## config.mk

```make
export PLATFORM = sky130hd
export DESIGN_NAME = source_text_tokenizer_top
export DESIGN_NICKNAME = d
export VERILOG_FILES = /design/src/hw/rtl/stt_pkg.sv /design/src/hw/rtl/stt_scan.sv /design/src/hw/rtl/stt_out.sv /design/src/hw/rtl/source_text_tokenizer_top.sv
export SDC_FILE = /design/constraint.sdc
export NUM_CORES = 1
export LEC_CHECK = 0
export ABC_AREA = 1
export BUFFER_PORTS_ARGS = -buffer_cell sky130_fd_sc_hd__buf_2
export CELL_PAD_IN_SITES_DETAIL_PLACEMENT = 0
export CELL_PAD_IN_SITES_GLOBAL_PLACEMENT = 1
export CORE_MARGIN = 2
export CORE_UTILIZATION = 43
export DETAILED_ROUTE_END_ITERATION = 8
export PLACE_DENSITY = 0.87
export SYNTH_ARGS = -nofsm -noshare
export SYNTH_HDL_FRONTEND = slang
export SYNTH_HIERARCHICAL = 1
export SYNTH_SLANG_ARGS = --single-unit
```

## constraint.sdc

```tcl
create_clock -name clk -period 9 [get_ports clk]
set_input_delay 1.8 -clock clk [delete_from_list [all_inputs] [get_ports clk]]
set_output_delay 1.8 -clock clk [all_outputs]
set_load 0.01 [all_outputs]
```

## src/hw/rtl/stt_pkg.sv

```systemverilog
// ----------------------------------------------------------------------------
// stt_pkg
// Shared types, token kinds, character codes and field helpers for the
// source text tokenizer.
// ----------------------------------------------------------------------------
package stt_pkg;

  localparam int POSITION_BITS = 16;
  localparam int LINE_BITS     = 16;
  localparam int FIELD_BITS    = 16;
  localparam int MAX_TOKENS    = 3;

  // Scan modes
  typedef enum logic [3:0] {
    M_IDLE, M_BANG, M_EQUAL, M_LESS, M_GREATER, M_SLASH, M_LINE_COMMENT,
    M_BLOCK, M_BLOCK_STAR, M_STRING, M_NUMBER, M_NUMBER_DOT, M_FRACTION,
    M_IDENT
  } mode_t;

  // Token kinds
  localparam logic [4:0] K_LEFT_PAREN    = 5'd0;
  localparam logic [4:0] K_RIGHT_PAREN   = 5'd1;
  localparam logic [4:0] K_LEFT_BRACE    = 5'd2;
  localparam logic [4:0] K_RIGHT_BRACE   = 5'd3;
  localparam logic [4:0] K_COMMA         = 5'd4;
  localparam logic [4:0] K_DOT           = 5'd5;
  localparam logic [4:0] K_MINUS         = 5'd6;
  localparam logic [4:0] K_PLUS          = 5'd7;
  localparam logic [4:0] K_SEMICOLON     = 5'd8;
  localparam logic [4:0] K_STAR          = 5'd9;
  localparam logic [4:0] K_QUESTION      = 5'd10;
  localparam logic [4:0] K_COLON         = 5'd11;
  localparam logic [4:0] K_BANG          = 5'd12;
  localparam logic [4:0] K_BANG_EQUAL    = 5'd13;
  localparam logic [4:0] K_EQUAL         = 5'd14;
  localparam logic [4:0] K_EQUAL_EQUAL   = 5'd15;
  localparam logic [4:0] K_LESS          = 5'd16;
  localparam logic [4:0] K_LESS_EQUAL    = 5'd17;
  localparam logic [4:0] K_GREATER       = 5'd18;
  localparam logic [4:0] K_GREATER_EQUAL = 5'd19;
  localparam logic [4:0] K_SLASH         = 5'd20;
  localparam logic [4:0] K_STRING        = 5'd21;
  localparam logic [4:0] K_NUMBER        = 5'd22;
  localparam logic [4:0] K_IDENT         = 5'd23;
  localparam logic [4:0] K_EOF           = 5'd24;
  localparam logic [4:0] K_ERR_CHAR      = 5'd25;
  localparam logic [4:0] K_ERR_STRING    = 5'd26;
  localparam logic [4:0] K_ERR_COMMENT   = 5'd27;

  // Character codes
  localparam logic [7:0] CH_LPAREN  = 8'h28;
  localparam logic [7:0] CH_RPAREN  = 8'h29;
  localparam logic [7:0] CH_LBRACE  = 8'h7B;
  localparam logic [7:0] CH_RBRACE  = 8'h7D;
  localparam logic [7:0] CH_COMMA   = 8'h2C;
  localparam logic [7:0] CH_DOT     = 8'h2E;
  localparam logic [7:0] CH_MINUS   = 8'h2D;
  localparam logic [7:0] CH_PLUS    = 8'h2B;
  localparam logic [7:0] CH_SEMI    = 8'h3B;
  localparam logic [7:0] CH_STAR    = 8'h2A;
  localparam logic [7:0] CH_QUEST   = 8'h3F;
  localparam logic [7:0] CH_COLON   = 8'h3A;
  localparam logic [7:0] CH_BANG    = 8'h21;
  localparam logic [7:0] CH_EQUAL   = 8'h3D;
  localparam logic [7:0] CH_LESS    = 8'h3C;
  localparam logic [7:0] CH_GREATER = 8'h3E;
  localparam logic [7:0] CH_SLASH   = 8'h2F;
  localparam logic [7:0] CH_SPACE   = 8'h20;
  localparam logic [7:0] CH_CR      = 8'h0D;
  localparam logic [7:0] CH_TAB     = 8'h09;
  localparam logic [7:0] CH_LF      = 8'h0A;
  localparam logic [7:0] CH_QUOTE   = 8'h22;
  localparam logic [7:0] CH_ZERO    = 8'h30;
  localparam logic [7:0] CH_NINE    = 8'h39;
  localparam logic [7:0] CH_LOW_A   = 8'h61;
  localparam logic [7:0] CH_LOW_Z   = 8'h7A;
  localparam logic [7:0] CH_UP_A    = 8'h41;
  localparam logic [7:0] CH_UP_Z    = 8'h5A;
  localparam logic [7:0] CH_UNDER   = 8'h5F;

  typedef struct packed {
    logic [4:0]            kind;
    logic [FIELD_BITS-1:0] start;
    logic [FIELD_BITS-1:0] length;
    logic [FIELD_BITS-1:0] line;
  } tok_t;

  // Tokens caused by one item, slot 0 first
  typedef struct packed {
    logic [1:0]                  count;
    tok_t [MAX_TOKENS-1:0]       tok;
  } group_t;

  // Build one token in output field form: start masked, length and line
  // saturated to the field width.
  function automatic tok_t mk_tok(logic [4:0] kind,
                                  logic [POSITION_BITS-1:0] st,
                                  logic [POSITION_BITS:0] en,
                                  logic [LINE_BITS-1:0] ln);
    logic [POSITION_BITS:0] st_ext;
    logic [POSITION_BITS:0] diff;
    logic [32:0]            diff_w;
    logic [32:0]            st_w;
    logic [32:0]            ln_w;
    tok_t                   t;
    st_ext   = {1'b0, st};
    diff     = (en > st_ext) ? (en - st_ext) : '0;
    diff_w   = 33'(diff);
    st_w     = 33'(st);
    ln_w     = 33'(ln);
    t.kind   = kind;
    t.start  = st_w[FIELD_BITS-1:0];
    t.length = (diff_w > 33'({FIELD_BITS{1'b1}})) ? {FIELD_BITS{1'b1}}
                                                   : diff_w[FIELD_BITS-1:0];
    t.line   = (ln_w > 33'({FIELD_BITS{1'b1}})) ? {FIELD_BITS{1'b1}}
                                                 : ln_w[FIELD_BITS-1:0];
    return t;
  endfunction

endpackage

```

## src/hw/rtl/stt_scan.sv

```systemverilog
// ----------------------------------------------------------------------------
// stt_scan
// Scan state and token decode: turns one registered byte (or end of source)
// into a group of up to three tokens and advances the scan state.
// ----------------------------------------------------------------------------
module stt_scan (
  input  logic             clk,
  input  logic             rst,
  input  logic             advance,
  input  logic [7:0]       char_code,
  input  logic             end_of_source,
  output stt_pkg::group_t  grp
);

  stt_pkg::mode_t                     mode, mode_next;
  logic [stt_pkg::POSITION_BITS-1:0]  byte_position, byte_position_next;
  logic [stt_pkg::POSITION_BITS-1:0]  lexeme_start, lexeme_start_next;
  logic [stt_pkg::LINE_BITS-1:0]      line_count, line_count_next;
  logic [stt_pkg::LINE_BITS-1:0]      comment_line, comment_line_next;

  logic [stt_pkg::POSITION_BITS-1:0]  dot;
  logic [stt_pkg::POSITION_BITS:0]    pos_ext, pos_inc, dot_ext, dot_inc;
  logic [stt_pkg::LINE_BITS-1:0]      line_inc;
  logic                               again;
  logic [1:0]                         f_cnt;
  stt_pkg::tok_t                      f0, f1, t;
  logic                               t_v;

  function automatic logic is_digit(logic [7:0] c);
    return (c >= stt_pkg::CH_ZERO) && (c <= stt_pkg::CH_NINE);
  endfunction

  function automatic logic is_alpha(logic [7:0] c);
    return ((c >= stt_pkg::CH_LOW_A) && (c <= stt_pkg::CH_LOW_Z)) ||
           ((c >= stt_pkg::CH_UP_A) && (c <= stt_pkg::CH_UP_Z)) ||
           (c == stt_pkg::CH_UNDER);
  endfunction

  function automatic logic [4:0] pair_base(stt_pkg::mode_t m);
    unique case (m)
      stt_pkg::M_BANG:  return stt_pkg::K_BANG;
      stt_pkg::M_EQUAL: return stt_pkg::K_EQUAL;
      stt_pkg::M_LESS:  return stt_pkg::K_LESS;
      default:          return stt_pkg::K_GREATER;
    endcase
  endfunction

  function automatic logic [4:0] pair_eq(stt_pkg::mode_t m);
    unique case (m)
      stt_pkg::M_BANG:  return stt_pkg::K_BANG_EQUAL;
      stt_pkg::M_EQUAL: return stt_pkg::K_EQUAL_EQUAL;
      stt_pkg::M_LESS:  return stt_pkg::K_LESS_EQUAL;
      default:          return stt_pkg::K_GREATER_EQUAL;
    endcase
  endfunction

  // Shared position arithmetic
  assign pos_ext  = {1'b0, byte_position};
  assign pos_inc  = pos_ext + 1'b1;
  assign dot      = (byte_position > lexeme_start) ? (byte_position - 1'b1)
                                                   : lexeme_start;
  assign dot_ext  = {1'b0, dot};
  assign dot_inc  = dot_ext + 1'b1;
  assign line_inc = (line_count == {stt_pkg::LINE_BITS{1'b1}}) ? line_count
                                                               : line_count + 1'b1;

  // Hold the scan state
  always_ff @(posedge clk) begin
    if (rst) begin
      mode          <= stt_pkg::M_IDLE;
      byte_position <= '0;
      lexeme_start  <= '0;
      line_count    <= stt_pkg::LINE_BITS'(1);
      comment_line  <= stt_pkg::LINE_BITS'(1);
    end else if (advance) begin
      mode          <= mode_next;
      byte_position <= byte_position_next;
      lexeme_start  <= lexeme_start_next;
      line_count    <= line_count_next;
      comment_line  <= comment_line_next;
    end
  end

  // Decode the byte against the pending token
  always_comb begin
    mode_next          = mode;
    byte_position_next = byte_position;
    lexeme_start_next  = lexeme_start;
    line_count_next    = line_count;
    comment_line_next  = comment_line;
    again              = 1'b0;
    f_cnt              = 2'd0;
    f0                 = '0;
    f1                 = '0;
    t_v                = 1'b0;
    t                  = '0;

    if (end_of_source) begin
      // flush the pending token, then end of file
      unique case (mode)
        stt_pkg::M_BANG, stt_pkg::M_EQUAL, stt_pkg::M_LESS, stt_pkg::M_GREATER: begin
          f_cnt = 2'd1;
          f0 = stt_pkg::mk_tok(pair_base(mode), lexeme_start, pos_ext, line_count);
        end
        stt_pkg::M_SLASH: begin
          f_cnt = 2'd1;
          f0 = stt_pkg::mk_tok(stt_pkg::K_SLASH, lexeme_start, pos_ext, line_count);
        end
        stt_pkg::M_BLOCK, stt_pkg::M_BLOCK_STAR: begin
          f_cnt = 2'd1;
          f0 = stt_pkg::mk_tok(stt_pkg::K_ERR_COMMENT, lexeme_start, pos_ext,
                               comment_line);
        end
        stt_pkg::M_STRING: begin
          f_cnt = 2'd1;
          f0 = stt_pkg::mk_tok(stt_pkg::K_ERR_STRING, lexeme_start, pos_ext,
                               line_count);
        end
        stt_pkg::M_NUMBER, stt_pkg::M_FRACTION: begin
          f_cnt = 2'd1;
          f0 = stt_pkg::mk_tok(stt_pkg::K_NUMBER, lexeme_start, pos_ext, line_count);
        end
        stt_pkg::M_NUMBER_DOT: begin
          f_cnt = 2'd2;
          f0 = stt_pkg::mk_tok(stt_pkg::K_NUMBER, lexeme_start, dot_ext, line_count);
          f1 = stt_pkg::mk_tok(stt_pkg::K_DOT, dot, dot_inc, line_count);
        end
        stt_pkg::M_IDENT: begin
          f_cnt = 2'd1;
          f0 = stt_pkg::mk_tok(stt_pkg::K_IDENT, lexeme_start, pos_ext, line_count);
        end
        default: begin
        end
      endcase
      t_v = 1'b1;
      t   = stt_pkg::mk_tok(stt_pkg::K_EOF, byte_position, pos_ext, line_count);
      // restart the counters
      mode_next          = stt_pkg::M_IDLE;
      byte_position_next = '0;
      lexeme_start_next  = '0;
      line_count_next    = stt_pkg::LINE_BITS'(1);
      comment_line_next  = stt_pkg::LINE_BITS'(1);
    end else begin
      unique case (mode)
        stt_pkg::M_BANG, stt_pkg::M_EQUAL, stt_pkg::M_LESS, stt_pkg::M_GREATER: begin
          if (char_code == stt_pkg::CH_EQUAL) begin
            f_cnt = 2'd1;
            f0 = stt_pkg::mk_tok(pair_eq(mode), lexeme_start, pos_inc, line_count);
            mode_next = stt_pkg::M_IDLE;
          end else begin
            f_cnt = 2'd1;
            f0 = stt_pkg::mk_tok(pair_base(mode), lexeme_start, pos_ext, line_count);
            again = 1'b1;
          end
        end
        stt_pkg::M_SLASH: begin
          if (char_code == stt_pkg::CH_SLASH) begin
            mode_next = stt_pkg::M_LINE_COMMENT;
          end else if (char_code == stt_pkg::CH_STAR) begin
            mode_next         = stt_pkg::M_BLOCK;
            comment_line_next = line_count;
          end else begin
            f_cnt = 2'd1;
            f0 = stt_pkg::mk_tok(stt_pkg::K_SLASH, lexeme_start, pos_ext, line_count);
            again = 1'b1;
          end
        end
        stt_pkg::M_LINE_COMMENT: begin
          again = (char_code == stt_pkg::CH_LF);
        end
        stt_pkg::M_BLOCK: begin
          if (char_code == stt_pkg::CH_STAR) begin
            mode_next = stt_pkg::M_BLOCK_STAR;
          end else if (char_code == stt_pkg::CH_LF) begin
            line_count_next = line_inc;
          end
        end
        stt_pkg::M_BLOCK_STAR: begin
          if (char_code == stt_pkg::CH_SLASH) begin
            mode_next = stt_pkg::M_IDLE;
          end else if (char_code != stt_pkg::CH_STAR) begin
            if (char_code == stt_pkg::CH_LF) begin
              line_count_next = line_inc;
            end
            mode_next = stt_pkg::M_BLOCK;
          end
        end
        stt_pkg::M_STRING: begin
          if (char_code == stt_pkg::CH_QUOTE) begin
            f_cnt = 2'd1;
            f0 = stt_pkg::mk_tok(stt_pkg::K_STRING, lexeme_start, pos_inc, line_count);
            mode_next = stt_pkg::M_IDLE;
          end else if (char_code == stt_pkg::CH_LF) begin
            line_count_next = line_inc;
          end
        end
        stt_pkg::M_NUMBER: begin
          if (char_code == stt_pkg::CH_DOT) begin
            mode_next = stt_pkg::M_NUMBER_DOT;
          end else if (!is_digit(char_code)) begin
            f_cnt = 2'd1;
            f0 = stt_pkg::mk_tok(stt_pkg::K_NUMBER, lexeme_start, pos_ext, line_count);
            again = 1'b1;
          end
        end
        stt_pkg::M_NUMBER_DOT: begin
          if (is_digit(char_code)) begin
            mode_next = stt_pkg::M_FRACTION;
          end else begin
            f_cnt = 2'd2;
            f0 = stt_pkg::mk_tok(stt_pkg::K_NUMBER, lexeme_start, dot_ext, line_count);
            f1 = stt_pkg::mk_tok(stt_pkg::K_DOT, dot, dot_inc, line_count);
            again = 1'b1;
          end
        end
        stt_pkg::M_FRACTION: begin
          if (!is_digit(char_code)) begin
            f_cnt = 2'd1;
            f0 = stt_pkg::mk_tok(stt_pkg::K_NUMBER, lexeme_start, pos_ext, line_count);
            again = 1'b1;
          end
        end
        stt_pkg::M_IDENT: begin
          if (!is_alpha(char_code) && !is_digit(char_code)) begin
            f_cnt = 2'd1;
            f0 = stt_pkg::mk_tok(stt_pkg::K_IDENT, lexeme_start, pos_ext, line_count);
            again = 1'b1;
          end
        end
        default: begin
          again = 1'b1;
        end
      endcase

      // rescan the byte from idle
      if (again) begin
        lexeme_start_next = byte_position;
        mode_next         = stt_pkg::M_IDLE;
        case (char_code)
          stt_pkg::CH_LPAREN:  begin t_v = 1'b1; t.kind = stt_pkg::K_LEFT_PAREN;  end
          stt_pkg::CH_RPAREN:  begin t_v = 1'b1; t.kind = stt_pkg::K_RIGHT_PAREN; end
          stt_pkg::CH_LBRACE:  begin t_v = 1'b1; t.kind = stt_pkg::K_LEFT_BRACE;  end
          stt_pkg::CH_RBRACE:  begin t_v = 1'b1; t.kind = stt_pkg::K_RIGHT_BRACE; end
          stt_pkg::CH_COMMA:   begin t_v = 1'b1; t.kind = stt_pkg::K_COMMA;       end
          stt_pkg::CH_DOT:     begin t_v = 1'b1; t.kind = stt_pkg::K_DOT;         end
          stt_pkg::CH_MINUS:   begin t_v = 1'b1; t.kind = stt_pkg::K_MINUS;       end
          stt_pkg::CH_PLUS:    begin t_v = 1'b1; t.kind = stt_pkg::K_PLUS;        end
          stt_pkg::CH_SEMI:    begin t_v = 1'b1; t.kind = stt_pkg::K_SEMICOLON;   end
          stt_pkg::CH_STAR:    begin t_v = 1'b1; t.kind = stt_pkg::K_STAR;        end
          stt_pkg::CH_QUEST:   begin t_v = 1'b1; t.kind = stt_pkg::K_QUESTION;    end
          stt_pkg::CH_COLON:   begin t_v = 1'b1; t.kind = stt_pkg::K_COLON;       end
          stt_pkg::CH_BANG:    mode_next = stt_pkg::M_BANG;
          stt_pkg::CH_EQUAL:   mode_next = stt_pkg::M_EQUAL;
          stt_pkg::CH_LESS:    mode_next = stt_pkg::M_LESS;
          stt_pkg::CH_GREATER: mode_next = stt_pkg::M_GREATER;
          stt_pkg::CH_SLASH:   mode_next = stt_pkg::M_SLASH;
          stt_pkg::CH_SPACE, stt_pkg::CH_CR, stt_pkg::CH_TAB: begin
          end
          stt_pkg::CH_LF:      line_count_next = line_inc;
          stt_pkg::CH_QUOTE:   mode_next = stt_pkg::M_STRING;
          default: begin
            if (is_digit(char_code)) begin
              mode_next = stt_pkg::M_NUMBER;
            end else if (is_alpha(char_code)) begin
              mode_next = stt_pkg::M_IDENT;
            end else begin
              t_v    = 1'b1;
              t.kind = stt_pkg::K_ERR_CHAR;
            end
          end
        endcase
        if (t_v) begin
          t = stt_pkg::mk_tok(t.kind, byte_position, pos_inc, line_count);
        end
      end

      // advance the position, saturating
      byte_position_next = (byte_position == {stt_pkg::POSITION_BITS{1'b1}})
                           ? byte_position : byte_position + 1'b1;
    end
  end

  // Pack the flushed tokens ahead of the new one
  always_comb begin
    grp.count  = f_cnt + {1'b0, t_v};
    grp.tok[0] = (f_cnt != 2'd0) ? f0 : t;
    grp.tok[1] = (f_cnt == 2'd2) ? f1 : t;
    grp.tok[2] = t;
  end

endmodule

```

## src/hw/rtl/stt_out.sv

```systemverilog
// ----------------------------------------------------------------------------
// stt_out
// Result register: holds one group of tokens and hands them out one
// transfer at a time, taking the next group as the last token leaves.
// ----------------------------------------------------------------------------
module stt_out (
  input  logic              clk,
  input  logic              rst,
  input  logic              load,
  input  stt_pkg::group_t   grp_in,
  output logic              load_ok,
  output logic              tok_valid,
  input  logic              tok_stall,
  output logic [4:0]        token_kind,
  output logic [15:0]       token_start,
  output logic [15:0]       token_length,
  output logic [15:0]       token_line,
  output logic              last_of_run
);

  logic [1:0]                                count;
  logic [1:0]                                idx;
  stt_pkg::tok_t [stt_pkg::MAX_TOKENS-1:0]   toks;
  stt_pkg::tok_t                             cur;
  logic                                      is_last;
  logic                                      take;

  assign tok_valid = (count != 2'd0);
  assign is_last   = (idx == (count - 2'd1));
  assign take      = tok_valid && !tok_stall;
  assign load_ok   = !tok_valid || (take && is_last);

  // Select the token on show
  always_comb begin
    case (idx)
      2'd0:    cur = toks[0];
      2'd1:    cur = toks[1];
      default: cur = toks[2];
    endcase
  end

  assign token_kind   = cur.kind;
  assign token_start  = cur.start;
  assign token_length = cur.length;
  assign token_line   = cur.line;
  assign last_of_run  = is_last;

  // Control: load a new group or step through the held one
  always_ff @(posedge clk) begin
    if (rst) begin
      count <= 2'd0;
      idx   <= 2'd0;
    end else if (load_ok) begin
      count <= load ? grp_in.count : 2'd0;
      idx   <= 2'd0;
    end else if (take) begin
      idx <= idx + 2'd1;
    end
  end

  // Payload: no reset
  always_ff @(posedge clk) begin
    if (load_ok && load) begin
      toks <= grp_in.tok;
    end
  end

endmodule

```

## src/hw/rtl/source_text_tokenizer_top.sv

```systemverilog
// ----------------------------------------------------------------------------
// source_text_tokenizer_top
// Byte-serial scanner that turns source text into tokens.
// ----------------------------------------------------------------------------
// One byte (or an end-of-source mark) is taken per cycle unless src_stall is
// high. Each item passes an input register and a single decode step that
// updates the scan state and combinationally builds every token the item
// causes (zero to three); the group then sits in a result register that
// presents one token per transfer, with last_of_run marking the final one.
// The sustained rate is one item per cycle while each item causes at most
// one token and tok_stall stays low; an item causing more holds the output
// until its last token leaves, stalling input. Items causing no token never
// wait on the output. Nothing needs clearing after reset.
module source_text_tokenizer_top (
  input  logic        clk,
  input  logic        rst,
  input  logic        src_valid,
  output logic        src_stall,
  input  logic [7:0]  char_code,
  input  logic        end_of_source,
  output logic        tok_valid,
  input  logic        tok_stall,
  output logic [4:0]  token_kind,
  output logic [15:0] token_start,
  output logic [15:0] token_length,
  output logic [15:0] token_line,
  output logic        last_of_run
);

  logic            item_valid;
  logic [7:0]      item_char;
  logic            item_eos;
  logic            advance;
  logic            load_ok;
  stt_pkg::group_t grp;

  // Move the held item on when its tokens fit or it has none
  assign advance   = item_valid && ((grp.count == 2'd0) || load_ok);
  assign src_stall = item_valid && !advance;

  // Input register
  always_ff @(posedge clk) begin
    if (rst) begin
      item_valid <= 1'b0;
    end else if (!src_stall) begin
      item_valid <= src_valid;
    end
  end

  always_ff @(posedge clk) begin
    if (!src_stall) begin
      item_char <= char_code;
      item_eos  <= end_of_source;
    end
  end

  stt_scan u_scan (
    .clk           (clk),
    .rst           (rst),
    .advance       (advance),
    .char_code     (item_char),
    .end_of_source (item_eos),
    .grp           (grp)
  );

  stt_out u_out (
    .clk          (clk),
    .rst          (rst),
    .load         (advance),
    .grp_in       (grp),
    .load_ok      (load_ok),
    .tok_valid    (tok_valid),
    .tok_stall    (tok_stall),
    .token_kind   (token_kind),
    .token_start  (token_start),
    .token_length (token_length),
    .token_line   (token_line),
    .last_of_run  (last_of_run)
  );

endmodule

```

==> results of run 1 <==
## cell type report
class	count	area share, %
antenna	1	0.0122
inverter	316	5.77
sequential	241	31.6
tap	592	3.60
clock buffer	36	3.45
multi-input combinational	1905	52.7
clock inverter	14	0.450
timing repair buffer	87	2.41
## state kept, by name, summed over array words and instances (netlist names)
name and flops:
item_char 8, item_eos 1, item_valid 1, u_out/count 2, u_out/idx 2, u_out/toks 159, u_scan/byte_position 16, u_scan/comment_line 16
u_scan/lexeme_start 16, u_scan/line_count 16, u_scan/mode 4
## per-layer routing
layer / vias to the layer above / share of wire [%]
met2: 697 / 44
met3: 96 / 8.3
met5: - / 0
met4: 0 / 3.4
met1: 8407 / 44
li1: 8643 / -
## synth_stat cells, types with 7 or more instances
| library cell | instances |
|---|---|
| o2111ai_1 | 11 |
| inv_2 | 19 |
| nor2_1 | 223 |
| xor2_1 | 55 |
| nand3b_1 | 7 |
| inv_1 | 291 |
| nand3_4 | 7 |
| a22oi_1 | 47 |
| nand3_2 | 21 |
| clkbuf_1 | 45 |
| o22ai_1 | 18 |
| a32o_1 | 17 |
| nor4_1 | 13 |
| dfxtp_1 | 73 |
| nor2_2 | 23 |
| a22oi_2 | 9 |
| a21oi_1 | 142 |
| nand3_1 | 154 |
| buf_2 | 21 |
| edfxtp_1 | 168 |
| buf_4 | 7 |
| ha_1 | 84 |
| nor3_1 | 31 |
| buf_6 | 12 |
| nand2_4 | 18 |
| o21ai_0 | 144 |
| nor2_4 | 11 |
| nand2_1 | 657 |
| nand2_2 | 38 |
| nand4_1 | 29 |
| xnor2_1 | 36 |
| o211ai_1 | 20 |
| a21oi_4 | 9 |
| a31oi_1 | 9 |
## power by group through the flow
stage / clock network, mW / logic [mW] / registers (mW)
6_report: 1.03 / 2.63 / 1.56
5_1_grt: 1.10 / 2.86 / 1.58
4_1_cts: 1.06 / 2.59 / 1.56
3_5_place_dp: 0 / 2.58 / 1.58
3_3_place_gp: 0 / 2.59 / 1.57
2_1_floorplan: 0 / 1.83 / 1.58
## through the flow
step                      worst slack, ns  utilization [%]  total power, mW  area, um^2  std cells
final                                2.89             46.7             5.21       20600       3192
after global routing                 2.50             46.6             5.53       20600       3191
after CTS                            3.03             46.6             5.21       20600       3191
after detailed placement             3.05             44.8             4.16       19800       3141
after global placement               3.19             44.8             4.16       19800       3141
after floorplan                      1.76                -             3.41       19200       2561
## path summary, 6_finish.rpt
| check | end | slack [ns] | cells past startpoint |
|---|---|---|---|
| setup / recovery | u_out/toks[29] | 2.89 | 27 |
| hold / removal | u_scan/comment_line[9] | 0.46 | 2 |
| setup reg to reg | u_out/toks[29] | 2.89 | 27 |
| hold reg to reg | u_scan/comment_line[9] | 0.46 | 2 |
## worst max-delay path: stages, from the launching register on
cell and delay, ns:
dfxtp_1 0.55, inv_2 0.20, ha_1 0.37, nand2_1 0.06
nor2_1 0.17, nand4_2 0.61, nand2_4 0.71, nand2_2 0.14
nand2_4 0.14, inv_2 0.07, ha_1 0.31, inv_1 0.11
nor2_1 0.05, nand2_1 0.05, nand2_1 0.06, nand2_1 0.08
nand2_1 0.05, a21oi_1 0.19, o21ai_0 0.22, a21oi_1 0.31
o21ai_0 0.12, nand2_1 0.39, inv_1 0.22, nand2_1 0.16
o21ai_0 0.12, a22o_1 0.24, nand2_1 0.05, nand3_1 0.07
## placed cells by master, fill, tap and decap left out, types with 11 or more instances in the layout
cell / n
nor3_1: 31
inv_2: 19
a22oi_1: 47
nand2_4: 18
nor4_1: 13
xnor2_1: 36
nand4_1: 29
nand2_1: 657
nand2_2: 38
edfxtp_1: 168
nand3_1: 154
nor2_2: 24
o21ai_0: 144
o211ai_1: 20
xor2_1: 55
o22ai_1: 18
o2111ai_1: 11
a32o_1: 17
a21oi_1: 141
dfxtp_1: 73
nor2_1: 220
ha_1: 82
clkbuf_16: 27
buf_2: 68
nand3_2: 21
nor2_4: 13
buf_4: 18
inv_1: 291
## cell families after synthesis
kind of cell / synth area share (%)
compound gates: 15.6
flops: 34.0
simple gates: 30.4
fa+ha+maj: 5.80
xor+xnor: 4.73
buf+inv: 9.56
==> flow_summary.yaml, run 1 <==
global_routing:
  grt_pass1_wl_um: 97000
  met1_usage_pct: 37.2
  use_met2_pct: 41.9
  antenna_found_initial: 2
  grt_pass1_vias: 16633
  grt_usage_pct: 26.8
  grt.busiest_layer: "met2"
  gr-total-overflow: 0
  use_met3_pct: 5.18
  grt_max_degree: 160
cts:
  clkTransAtPathRegs_ns: 0.06
  cts_buffers: 27
  hold_buffers: 0
  cts.sinks: 241
  htree_levels: 1
  cts_setup_buffers: 0
  tritoncts: "built"
  cts_root_buffer: "clkbuf_16"
  cts.path.max_buffers: 3
  worstSkewPairLatency_ns: 0.58
  post_cts_resized: 0
power:
  sw_frac_of_total_pct: 47.8
  internal-power_mw: 2.72
  power_density_mw_per_mm2: 253
  pwr-share-clk_pct: 19.8
  power_frac_comb_pct: 50.3
  ir_drop_v: 0.000207
  p_seq_share_pct: 29.9
  power_switching_mw: 2.49
  leakage_nw: 9.05
synth:
  synthTopCellsByArea: "edfxtp_1 26%, nand2_1 13%, dfxtp_1 7.6%, inv_1 5.7%, ha_1 5.5%"
  avgSynthCellArea_um2: 7.48
  synth.distinct_cells: 68
  synth_edf_count: 168
  synth_seq_area_share_pct: 34.0
  async_reset_ff_share_pct: 0
  yosys_register_bits: 241
  yosys.area.top_type: "edfxtp_1"
  syn_nets: 2661
  synth-main-ff-cell: "edfxtp_1"
  synthesis.area_mm2: 0.0192
  ys_warn_count: 6
  syn_inst: 2561
  yosysTopAreaCellShare_pct: 26.3
place:
  io_buffers: 68
  dp_hpwl_um: 48300
  gp_congestion: 1.03
route:
  vias: 17843
  ant_nets: 0
  first_iter_violations: 1742
  route.detailed.drc: 0
  avgRoutedWirePerCell_um: 19.8
  routed_via_density: 5.59
  routed_wl_um: 63100
  drt-pass1-iter-count: 5
outcome:
  status: "complete, no violations"
layout:
  multiInputGateArea_mm2: 0.0109
  drive_gt1_share_pct: 12.2
  fillCellCount: 4431
  final_nets: 2678
  regArea_mm2: 0.00651
  syn_to_final_growth_pct: 7.42
sta:
  worst_slew_pin_slew_ns: 1.21
  rsz0062_at_grt: "no"
  period_minus_slack_ns: 6.11
  drv_slew: 0
  hold_violations: 0
  timing.fmax_ghz: 0.164
  fin_crit_sh_pct: 67.9
  hold_slack_ns: 0.464
  setup_viol: 0
  final.setup.tns_ns: 0
  relSlewSlack_pct: 18.4
  fin_skew_ns: 0.0215
worst_hold_path:
  worstHoldStart: "u_scan/comment_line[9]"
  hp-class: "reg -> reg"
critical_path:
  critPathArrivalTime_ns: 6.42
  start_kind: "flop"
  critPathLaunch: "u_scan/byte_position[0]"
  required_ns: 9.31
  critPathCaptureType: "flop"
  crit_type: "reg -> reg"
  crit_fanout: 30
  crit-reg2reg-launch: "u_scan/byte_position[0]"
die:
  pin_count: 69
  die_w_um: 215
  start_util_pct: 43.4
  coreArea_mm2: 0.0441
  die-area_mm2: 0.0463
  num_rows: 77
  dieHeight_um: 215
run:
  max-cap-violations: 0
Note: power is estimated with default switching activity, not from simulation.
==> run 2, diff against run 1 <==
--- a/config.mk
+++ b/config.mk
@@ -10,7 +10,7 @@
 export CELL_PAD_IN_SITES_DETAIL_PLACEMENT = 0
 export CELL_PAD_IN_SITES_GLOBAL_PLACEMENT = 1
 export CORE_MARGIN = 2
-export CORE_UTILIZATION = 43
+export CORE_UTILIZATION = 45
 export DETAILED_ROUTE_END_ITERATION = 8
 export PLACE_DENSITY = 0.87
 export SYNTH_ARGS = -nofsm -noshare
==> constraint.sdc (replaced) <==
create_clock -name clk -period 6.08 [get_ports clk]
set_input_delay 1.216 -clock clk [delete_from_list [all_inputs] [get_ports clk]]
set_output_delay 1.216 -clock clk [all_outputs]
set_load 0.01 [all_outputs]
==> run 2 against run 1 <==
Setup slack lost 2.2 ns. Non-clock buffer count grew 22. Clock skew down 0.0052 ns. Global-route usage is 2.7 points higher. Critical path depth unchanged. Via count rose by 1.0%. Cell count shrank 0.85%. Design area increased by 1.3%. Power increased by 55%.
==> flow_summary.yaml, run 2 (synthesized netlist as in run 1, its figures left out) <==
outcome:
  status: "complete, no violations"
critical_path:
  critPathCaptureType: "flop"
  crit_fanout: 13
  reg2reg_depth: 27
  rr_endpoint: "u_out/toks[75]"
  reg2reg_setup_slack_ns: 0.73
  required_ns: 6.41
  crit-reg2reg-launch: "u_scan/lexeme_start[7]"
  critPathArrivalTime_ns: 5.68
  start_kind: "flop"
  crit_type: "reg -> reg"
power:
  power_mw: 8.09
  ir_drop_v: 0.000259
  leakage_nw: 9.24
  power_density_mw_per_mm2: 388
sta:
  fin_crit_sh_pct: 88.0
  rsz0062_at_grt: "no"
  timing.fmax_ghz: 0.187
  period_minus_slack_ns: 5.35
  relSlewSlack_pct: 22.1
  hold_slack_ns: 0.465
  worst_slew_pin_slew_ns: 1.16
  fin_skew_ns: 0.0162
  setup_viol: 0
  hold_violations: 0
  final.setup.tns_ns: 0
  drv_slew: 0
die:
  num_rows: 75
  coreArea_mm2: 0.0419
  dieHeight_um: 210
  die_w_um: 210
  start_util_pct: 45.7
  die-area_mm2: 0.0442
  pin_count: 69
worst_hold_path:
  hold_end: "u_scan/comment_line[11]"
  hold_depth: 2
  hp-class: "reg -> reg"
  worstHoldStart: "u_scan/comment_line[11]"
cts:
  hold_buffers: 0
  post_cts_resized: 0
  cts_setup_buffers: 0
  cts.sinks: 241
  cts_root_buffer: "clkbuf_16"
  clkTransAtPathRegs_ns: 0.06
  htree_levels: 1
  cts.path.max_buffers: 3
  cts_buffers: 29
  tritoncts: "built"
  worstSkewPairLatency_ns: 0.59
global_routing:
  grt_max_degree: 66
  antenna_found_initial: 0
  grt_pass1_wl_um: 100000
  grt_usage_pct: 29.6
  grt_pass1_vias: 17086
  gr-total-overflow: 0
place:
  io_buffers: 68
  dp_hpwl_um: 50600
  dpl_cell_area_mm2: 0.0199
  gp_congestion: 1.01
run:
  max-cap-violations: 0
route:
  route.detailed.drc: 0
  vias: 18023
  first_iter_violations: 1956
  routed_via_density: 5.69
  drt-pass1-iter-count: 6
  ant_nets: 0
  avgRoutedWirePerCell_um: 20.9
  routed_wl_um: 66100
layout:
  syn_to_final_growth_pct: 8.84
  final_cell_area_mm2: 0.0209
  final_nets: 2702
  mostFrequentLayoutCell: "nand2_1"
  largest-register: "u_out/toks"
  layout_common_cells: "657 x nand2_1, 291 x inv_1, 220 x nor2_1, 168 x edfxtp_1, 154 x nand3_1"
  drive_gt1_share_pct: 13.2
  fillCellCount: 4110
  largest_register_ff_count: 159
[run 2: changes by cell type in the layout (fill, tap and decap cells not counted), sizes merged]
cell	previous run	this run
clkinv	19	17
buf	87	109
inv	311	315
clkbuf	36	33
clkinvlp	0	2
bufinv	0	3
[run 2: worst max path at each step]
stage                      startpoint  depth (start not counted)             end  slack (ns)
2_1_floorplan            item_char[2]                         18   u_out/toks[0]        0.63
3_3_place_gp   u_scan/lexeme_start[7]                         25  u_out/toks[29]        0.88
3_5_place_dp   u_scan/lexeme_start[1]                         27  u_out/toks[75]        0.82
4_1_cts        u_scan/lexeme_start[1]                         27  u_out/toks[75]        0.79
5_1_grt        u_scan/lexeme_start[1]                         27  u_out/toks[75]        0.30
6_report       u_scan/lexeme_start[7]                         27  u_out/toks[75]        0.73
[run 2: per-layer routing]
metal	global-route usage [%]	part of all wire [%]	wire (um)
met1	38.9	42	27600
met2	48.6	46	30500
met3	3.46	7.1	4670
met4	13.9	5.2	3410
met5	0	0	0
[run 2: per-stage QoR]
step | cells | setup WS [ns] | utilization [%]
2_1_floorplan | 2561 | 0.625 | -
3_3_place_gp | 3110 | 0.884 | 47.4
3_5_place_dp | 3110 | 0.820 | 47.4
4_1_cts | 3164 | 0.792 | 49.7
5_1_grt | 3164 | 0.297 | 49.7
6_report | 3165 | 0.727 | 49.7
[run 2: report_power, final]
group	switching (mW)	internal (mW)
sequential	0.120	2.18
clock	0.750	1.02
combinational	2.95	1.07
[run 2: cell type report]
class	count	area [um^2]	share of cell area, %
Timing Repair Buffer	109	673	3.23
Clock buffer	33	741	3.55
Sequential cell	241	6510	31.2
Multi-Input combinational cell	1905	10800	52.0
Tap cell	539	674	3.23
Antenna cell	1	2.50	0.0120
Inverter	316	1190	5.69
Clock inverter	21	225	1.08
[run 2: worst max-delay path, stage by stage, from the launching register on]
cell and delay, ns:
dfxtp_1 0.40, inv_1 0.17, ha_1 0.42, nand2_1 0.10
nor2_1 0.15, nand4_2 0.39, buf_4 0.35, nand3_1 0.11
nand2_2 0.10, nor2_4 0.23, nand2_4 0.11, nor2_8 0.13
nand2_2 0.11, nor2_2 0.14, inv_2 0.05, nor3_2 0.13
nand2_1 0.11, nor2_2 0.12, nand2_1 0.08, nor2_1 0.12
ha_1 0.30, xnor2_4 0.19, inv_1 0.13, a21oi_1 0.09
a21oi_4 0.19, nand4_4 0.24, nand3_4 0.29, nand3_1 0.11
==> run 3, diff against run 2 <==
--- a/config.mk
+++ b/config.mk
@@ -10,9 +10,9 @@
 export CELL_PAD_IN_SITES_DETAIL_PLACEMENT = 0
 export CELL_PAD_IN_SITES_GLOBAL_PLACEMENT = 1
 export CORE_MARGIN = 2
-export CORE_UTILIZATION = 45
+export CORE_UTILIZATION = 30
 export DETAILED_ROUTE_END_ITERATION = 8
-export PLACE_DENSITY = 0.87
+export PLACE_DENSITY = 0.65
 export SYNTH_ARGS = -nofsm -noshare
 export SYNTH_HDL_FRONTEND = slang
 export SYNTH_HIERARCHICAL = 1
==> run 3 against run 2 <==
Sequential power hardly changed. Flip-flop and latch count did not move. Worst hold slack better by 0.00091 ns. Power grew 0.45%. Core utilization shrank 16 points. Design area increased by 2.0%. First-iteration DRC count down 24%. Clock skew fell by 0.0087 ns. Clock-buffer cell count decreased by 1. Maximum frequency fell by 3.2%. Highest routed layer unchanged.
==> flow_summary.yaml, run 3 (synthesized netlist as in run 1, its figures left out) <==
place:
  io_buffers: 68
  dpl_cell_area_mm2: 0.0203
  dpl_worst_slack_ns: 0.502
  gp_congestion: 0.946
  dpl.cell_count: 3417
  dp_hpwl_um: 55200
cts:
  clkTransAtPathRegs_ns: 0.06
  hold_buffers: 0
  cts_buffers: 27
  cts.sinks: 241
  tritoncts: "built"
  worstSkewPairLatency_ns: 0.58
  cts.path.max_buffers: 3
  cts_root_buffer: "clkbuf_16"
  htree_levels: 1
layout:
  largest-register: "u_out/toks"
  layout_common_cells: "657 x nand2_1, 290 x inv_1, 220 x nor2_1, 168 x edfxtp_1, 154 x nand3_1"
  drive_gt1_share_pct: 13.4
  final_nets: 2706
  final_cell_area_mm2: 0.0213
  antennaDiodeCount: 0
  finalNonFillerCells: 3473
  largest_register_ff_count: 159
  syn_to_final_growth_pct: 11.0
  multiInputGateArea_mm2: 0.0109
  fillCellCount: 6807
  fin_util_pct: 33.7
  regArea_mm2: 0.00651
  mostFrequentLayoutCell: "nand2_1"
route:
  drt-pass1-iter-count: 6
  avgRoutedWirePerCell_um: 20.7
  vias: 17938
  first_iter_violations: 1491
  routed_via_density: 5.16
  ant_nets: 0
  route.detailed.drc: 0
  routed_wl_um: 71800
die:
  die-area_mm2: 0.0659
  num_rows: 92
  start_util_pct: 30.4
  die_w_um: 257
  dieHeight_um: 257
  pin_count: 69
  coreArea_mm2: 0.0631
critical_path:
  cp_slowest_cell: "dfxtp_1"
  crit_type: "reg -> reg"
  reg2reg_depth: 34
  slowest_delay_ns: 0.62
  start_kind: "flop"
  reg2reg_setup_slack_ns: 0.55
  required_ns: 6.40
  critPathCaptureType: "flop"
  critPathArrivalTime_ns: 5.85
  crit_fanout: 13
power:
  ir_drop_v: 0.000412
  leakage_nw: 9.26
  power_density_mw_per_mm2: 382
  power_mw: 8.13
sta:
  relSlewSlack_pct: 24.8
  worst_slack_ns: 0.551
  fin_crit_sh_pct: 90.9
  period_minus_slack_ns: 5.53
  rsz0062_at_grt: "no"
  fin_skew_ns: 0.00758
  hold_violations: 0
  timing.fmax_ghz: 0.181
  setup_viol: 0
  worst_slew_pin_slew_ns: 1.12
  final.setup.tns_ns: 0
  drv_slew: 0
  hold_slack_ns: 0.466
worst_hold_path:
  hp-class: "reg -> reg"
  hold_depth: 2
global_routing:
  grt_pass1_vias: 17093
  gr-total-overflow: 0
  grt_usage_pct: 21.2
  grt_max_degree: 63
  antenna_found_initial: 1
  grt_pass1_wl_um: 108000
outcome:
  status: "complete, no violations"
run:
  max-cap-violations: 0
[run 3: final timing paths]
path / to / start
setup / recovery: u_out/toks[84] / u_scan/byte_position[3]
hold / removal: u_scan/comment_line[12] / u_scan/comment_line[12]
setup reg to reg: u_out/toks[84] / u_scan/byte_position[3]
hold reg to reg: u_scan/comment_line[12] / u_scan/comment_line[12]
[run 3: what timing repair did]
action / 4_1_cts / 5_1_grt
gates resized for setup: 0 / 2
buffers inserted: 0 / 6
endpoints found under the setup margin: 0 / 14
[run 3: power by group]
| group | internal (mW) | switching [mW] | total (mW) |
|---|---|---|---|
| clock network | 1.04 | 0.718 | 1.76 |
| logic | 1.10 | 2.97 | 4.06 |
| registers | 2.18 | 0.119 | 2.30 |
[run 3: cell type report]
class                   instances  area share, %
inverters                     316           5.60
repair buffers                115           3.38
clock buffers                  32           3.31
well taps                     846           4.98
clock inverters                18           1.12
multi-input cells            1905           51.0
flip-flops and latches        241           30.6
[run 3: metal layers]
metal / wire length (um) / global-route usage (%)
met1: 32700 / 29.7
met2: 32600 / 34.3
met3: 4280 / 2.26
met4: 2270 / 6.56
met5: 0 / 0
[run 3: worst max-delay path: cells and delay by family, from the launching register on]
family / cells / cell delay (ns)
AND/OR/NAND/NOR: 27 / 3.31
XOR/XNOR: 1 / 0.21
adder cells (fa/ha/maj): 2 / 0.69
flip-flops: 1 / 0.62
buffers and inverters: 4 / 0.41
